## src/rtl/tccw_pkg.sv

```systemverilog
// Shared types, constants and helpers for the text console cell writer.
`timescale 1ns / 1ps

package tccw_pkg;

  // Screen geometry
  localparam int COLS        = 32;
  localparam int ROWS        = 28;
  localparam int SCROLL_ROWS = 28;

  localparam int CELLS       = ROWS * COLS;
  localparam int REGION_ROWS = (SCROLL_ROWS < ROWS) ? SCROLL_ROWS : ROWS;
  localparam int COPY_CELLS  = (REGION_ROWS - 1) * COLS;
  localparam int CELL_AW     = $clog2(CELLS);
  localparam int CNT_W       = $clog2(CELLS + 1);
  localparam int POS_W       = 6;

  // Character codes and tiles
  localparam logic [7:0]  SPACE_CODE  = 8'h20;
  localparam logic [7:0]  QMARK_CODE  = 8'h3F;
  localparam logic [7:0]  NL_CODE     = 8'h0A;
  localparam logic [7:0]  BS_CODE     = 8'h08;
  localparam logic [7:0]  CR_CODE     = 8'h0D;
  localparam logic [7:0]  TOP_CODE    = 8'h80;
  localparam logic [15:0] RESET_BLANK = 16'h0020;

  // Operation codes
  localparam logic [1:0] OP_PUT  = 2'd0;
  localparam logic [1:0] OP_SET  = 2'd1;
  localparam logic [1:0] OP_READ = 2'd2;

  // Configuration register indexes
  localparam int         CFG_IDX_W       = 1;
  localparam logic [0:0] REG_TEXT_BASE   = 1'b0;
  localparam logic [0:0] REG_CURSOR_TILE = 1'b1;

  // Follow-on step after an item has been decoded
  localparam logic [1:0] NEXT_DONE   = 2'd0;
  localparam logic [1:0] NEXT_READ   = 2'd1;
  localparam logic [1:0] NEXT_SCROLL = 2'd2;

  typedef struct packed {
    logic [1:0]  operation;
    logic [7:0]  char_code;
    logic [4:0]  col;
    logic [4:0]  row;
    logic [15:0] tile_word;
  } in_item_t;

  typedef struct packed {
    logic [15:0] read_data;
    logic [4:0]  cursor_col;
    logic [4:0]  cursor_row;
    logic        refresh_request;
  } out_item_t;

  // Controller to datapath
  typedef struct packed {
    logic clear_en;
    logic latch_en;
    logic exec_en;
    logic rd_cap_en;
    logic scroll_en;
    logic blank_en;
  } dp_cmd_t;

  // Datapath to controller
  typedef struct packed {
    logic [1:0] exec_next;
    logic       clear_last;
    logic       scroll_last;
    logic       blank_last;
  } dp_status_t;

  // Linear cell address of (row, col)
  function automatic logic [CNT_W-1:0] cell_addr(input logic [4:0] row,
                                                 input logic [4:0] col);
    return CNT_W'(CNT_W'(row) * CNT_W'(COLS) + CNT_W'(col));
  endfunction

endpackage

```

## src/rtl/tccw_ctrl.sv

```systemverilog
// Sequencing state machine for the text console cell writer.
`timescale 1ns / 1ps

module tccw_ctrl (
  input  logic                 clk,
  input  logic                 rst_n,
  input  logic                 start,
  output logic                 busy,
  output logic                 out_valid,
  output tccw_pkg::dp_cmd_t    cmd,
  input  tccw_pkg::dp_status_t status
);
  import tccw_pkg::*;

  localparam logic [2:0] S_CLEAR  = 3'd0;
  localparam logic [2:0] S_IDLE   = 3'd1;
  localparam logic [2:0] S_EXEC   = 3'd2;
  localparam logic [2:0] S_RWAIT  = 3'd3;
  localparam logic [2:0] S_SCROLL = 3'd4;
  localparam logic [2:0] S_BLANK  = 3'd5;
  localparam logic [2:0] S_DONE   = 3'd6;

  logic [2:0] state_r, state_nxt;

  // Next state and commands
  always_comb begin
    state_nxt = state_r;
    cmd       = '0;
    unique case (state_r)
      S_CLEAR: begin
        cmd.clear_en = 1'b1;
        if (status.clear_last) state_nxt = S_IDLE;
      end
      S_IDLE: begin
        if (start) begin
          cmd.latch_en = 1'b1;
          state_nxt    = S_EXEC;
        end
      end
      S_EXEC: begin
        cmd.exec_en = 1'b1;
        unique case (status.exec_next)
          NEXT_READ:   state_nxt = S_RWAIT;
          NEXT_SCROLL: state_nxt = S_SCROLL;
          default:     state_nxt = S_DONE;
        endcase
      end
      S_RWAIT: begin
        cmd.rd_cap_en = 1'b1;
        state_nxt     = S_DONE;
      end
      S_SCROLL: begin
        cmd.scroll_en = 1'b1;
        if (status.scroll_last) state_nxt = S_BLANK;
      end
      S_BLANK: begin
        cmd.blank_en = 1'b1;
        if (status.blank_last) state_nxt = S_DONE;
      end
      S_DONE:  state_nxt = S_IDLE;
      default: state_nxt = S_IDLE;
    endcase
  end

  always_ff @(posedge clk) begin
    if (!rst_n) state_r <= S_CLEAR;
    else        state_r <= state_nxt;
  end

  assign busy      = (state_r != S_IDLE);
  assign out_valid = (state_r == S_DONE);

endmodule

```

## config.mk

```make
export PLATFORM = sky130hd
export DESIGN_NAME = tccw_ctrl
export DESIGN_NICKNAME = d
export VERILOG_FILES = /design/src/rtl/tccw_pkg.sv /design/src/rtl/tccw_ctrl.sv
export SDC_FILE = /design/constraint.sdc
export NUM_CORES = 1
export LEC_CHECK = 0
export ABC_AREA = 1
export BUFFER_PORTS_ARGS = -buffer_cell sky130_fd_sc_hd__buf_2
export CORE_AREA = 4 4 41 43
export DETAILED_ROUTE_END_ITERATION = 8
export DIE_AREA = 0 0 45 47
export GPL_TIMING_DRIVEN = 0
export PLACE_DENSITY = 0.47
export RECOVER_POWER = 25
export SYNTH_ARGS = -nofsm -noshare
export SYNTH_HDL_FRONTEND = slang
export SYNTH_SLANG_ARGS = --single-unit
```

## constraint.sdc

```tcl
create_clock -name clk -period 3.5 [get_ports clk]
set_clock_uncertainty 0.1 [all_clocks]
set_input_delay 0.175 -clock clk [delete_from_list [all_inputs] [get_ports clk]]
set_output_delay 0.175 -clock clk [all_outputs]
set_load 0.02 [all_outputs]
```

== Word level (Yosys, flattened, before mapping) ==
Index checks and enable logic that the tools add are counted.

* Flip-flop bits (word level): 3

* Multiplexer cells: 13
* Eq/ne operators: 13
* Reductions and logical operators: 2

{| class="wikitable"
|+ Operators with widths
! operator !! count
|-
| 3-bit one-hot mux with 6 select lines || 1
|-
| 3-bit two-way mux || 4
|-
| 3-bit equality test, second input constant || 3
|-
| 2-bit inequality test, second input constant || 4
|-
| 1-bit two-way mux || 7
|-
| 3-bit by 2-bit equality test with 1-bit output, second input constant || 2
|-
| 3-bit one-hot mux with 2 select lines || 1
|-
| 4-bit AND reduction || 1
|-
| 3-bit by 1-bit equality test with 1-bit output, second input constant || 1
|-
| 3-bit zero test || 1
|-
| 3-bit by 1-bit inequality test with 1-bit output, second input constant || 1
|-
| 2-bit by 1-bit equality test with 1-bit output, second input constant || 1
|-
| 2-bit equality test, second input constant || 1
|}

== Depth between registers and ports, before layout ==
* Word-level depth: 3
* Depth in mapped cells: 8
* Depth with buffers taken out: 8

== Worst setup path before layout ==
No wires, ideal clock.

* Kind: register -> output
* Start point: register state_r[0]
* End point: output cmd[4] in the netlist's numbering
* Buffers on the path: 0
* Required time: 3.225 ns
* Path slack: 2.119 ns
* Data arrival time: 1.106 ns
* Cell stages (with the launch flop): 5
* Cells stage by stage: dfxtp_1 inv_1 nor2_2 nand2_1 nor2_1

{| class="wikitable"
|+ RTL lines
! item !! line !! RTL
|-
| start, declared || tccw_ctrl.sv:23 || <nowiki>logic [2:0] state_r, state_nxt;</nowiki>
|-
| start signal, assigned || tccw_ctrl.sv:67 || <nowiki>else state_r <= state_nxt;</nowiki>
|-
| end, declared || tccw_ctrl.sv:10 || <nowiki>output tccw_pkg::dp_cmd_t cmd,</nowiki>
|}

==> out/summary.txt <==
Syn avg cell area: 5.43 µm²
Vias in the first global route: 277
Syn nets: 58
Hold-fix buffers, CTS: 0
Die area: 2120 µm²
Peak Freq: 0.658 GHz
WL/cell: 8.43 µm
Post-synthesis sequential area ratio: 22.1%
Maxcap violations: 0
Number of flip-flops under the largest register name: 3
FP Rows: 13
Run status: finished clean
CP Capture Type: output port
Initial antenna violation count: 0
DIE HEIGHT: 47 µm
Tightest Pin Transition: 0.262 ns
Largest net degree at the start of global routing: 8
Top flop regs: state_r (3)
ANT cells: 0
Endpoints failing hold: 0
Crit path arrival time: 1.24 ns
Post_cts resized: 0
Period utilization: 43.4%
Gr ovfl total: 0
Synth warn: 0
Post-DP HPWL: 595 µm
Fraction of layout cells with a size suffix above 1: 30.4%
Slew Limit Fails: 0
GPL Wtd Cong: 0.728
Commonest non-fill, non-tap cell in the layout: buf_2
GRT Util Overall: 6.94%
Final Cell Area: 389 µm²
RSZ-0062 raised after global routing: false
Core ar.: 1300 µm²
Total clock sinks: 3
CTS root buffer: clkbuf_4
CTS tree: done
# nets final: 78
Lkg Pwr: 0.269 nW
CTS clk-pin slew, worst paths: 0.04 ns
Remaining DRCs: 0
Number of iterations in the first detailed-routing pass: 4
Biggest register: state_r
Cells after synthesis: 50
H-tree levels: 1
DR vias/cell: 4.15
P per Cell Area: 686 nW/µm²
Worst hold path class: primary input to register
Area grow syn2layout: 43.3%
Worst Path Max Fanout: 7
I/O pins: 16
Postcts setup bufs: 0
Minimum clock period: 1.52 ns
Max transition margin: 82.5%
Setup TNS: 0 ns
Die W: 45 µm
Clk Latency, worst-skew pair: 0.23 ns
Setup-failing EPs final: 0
Post-DRT Antenna Nets: 0
Data required time of the worst path: 3.22 ns
Synthesized area: 272 µm²
Max VDD drop: 0.194 mV
Startpoint types: register
TritonCTS Buffers: 3
Placed Area: 365 µm²
Initial core utilization: 20.9%
Routed Wire Length: 708 µm
Clk buf depth: 2
1st-iter DRT viols: 2
Commonest non-fill, non-tap cells in the layout: buf_2 (15), inv_1 (14), nand2_1 (10), nor2_1 (9), nand3_1 (6)
Via count: 349
Global-route wire length before repair: 1040 µm
R2r setup slk: 2.19 ns
Register bit total from synthesis: 3
Number of fillers in the final layout: 166
Port Buffer Count: 15
Number of unique standard cell types used by synthesis: 13
WS Path Type: register to output port
where the power goes:
group          switching [mW]  internal (mW)
clock network          0.0172         0.0427
registers              0.0200         0.0447
logic                  0.0934         0.0488
synth_stat cells (all sizes together):
| master | count | area share [%] |
|---|---|---|
| nor2 | 10 | 16 |
| nor3 | 3 | 9.2 |
| o21ai | 1 | 1.8 |
| nand2 | 10 | 14 |
| inv | 14 | 19 |
| nand3b | 1 | 2.8 |
| a21oi | 1 | 1.8 |
| nand4 | 1 | 2.3 |
| dfxtp | 3 | 22 |
| nand3 | 6 | 11 |
critical path, stage by stage, from the launching register on:
cell     delay (ns)
dfxtp_1        0.46
inv_1          0.10
nor2_2         0.13
nand2_1        0.08
nor2_1         0.08
buf_2          0.16
final cells by class:
cell class                      instances  area, µm²  area share (%)
Timing Repair Buffer                   15       75.1            19.3
Inverter                               14       52.6            13.5
Sequential cell                         3       60.1            15.4
Multi-Input combinational cell         33        156            40.2
Tap cell                               15       18.8            4.82
Clock buffer                            4       26.3            6.75
per-stage QoR:
stage	instances	setup slack (ns)	power, mW	utilization (%)	hold WS, ns
floorplan	50	2.12	0.169	-	0.173
global placement	80	2.23	0.213	28.1	0.275
detailed placement	80	2.22	0.213	28.1	0.277
CTS	84	1.97	0.276	30.1	0.0314
global route	84	1.87	0.293	29.9	0.0339
finish	84	1.98	0.267	29.9	0.0402
worst paths after layout:
check / from / end / cells past startpoint
max: state_r[0] / cmd[4] / 5
min: rst_n / state_r[2] / 3
max reg2reg: state_r[2] / state_r[0] / 7
min reg2reg: state_r[0] / state_r[1] / 4
per-layer routing:
layer	part of all wire, %	track usage [%]	vias to the layer above
li1	-	-	188
met1	45	8.60	149
met2	46	10.5	10
met3	6.5	0.383	2
met4	2.1	7.02	0
met5	0	0	-
logic make-up after synthesis:
logic type	Yosys count	synth area share, %
buffers and inverters	14	19.4
AO/OA/AOI/OAI	2	3.68
flip-flops	3	22.1
AND/OR/NAND/NOR	31	54.8
No activity file was read; power rests on OpenSTA's default activity.
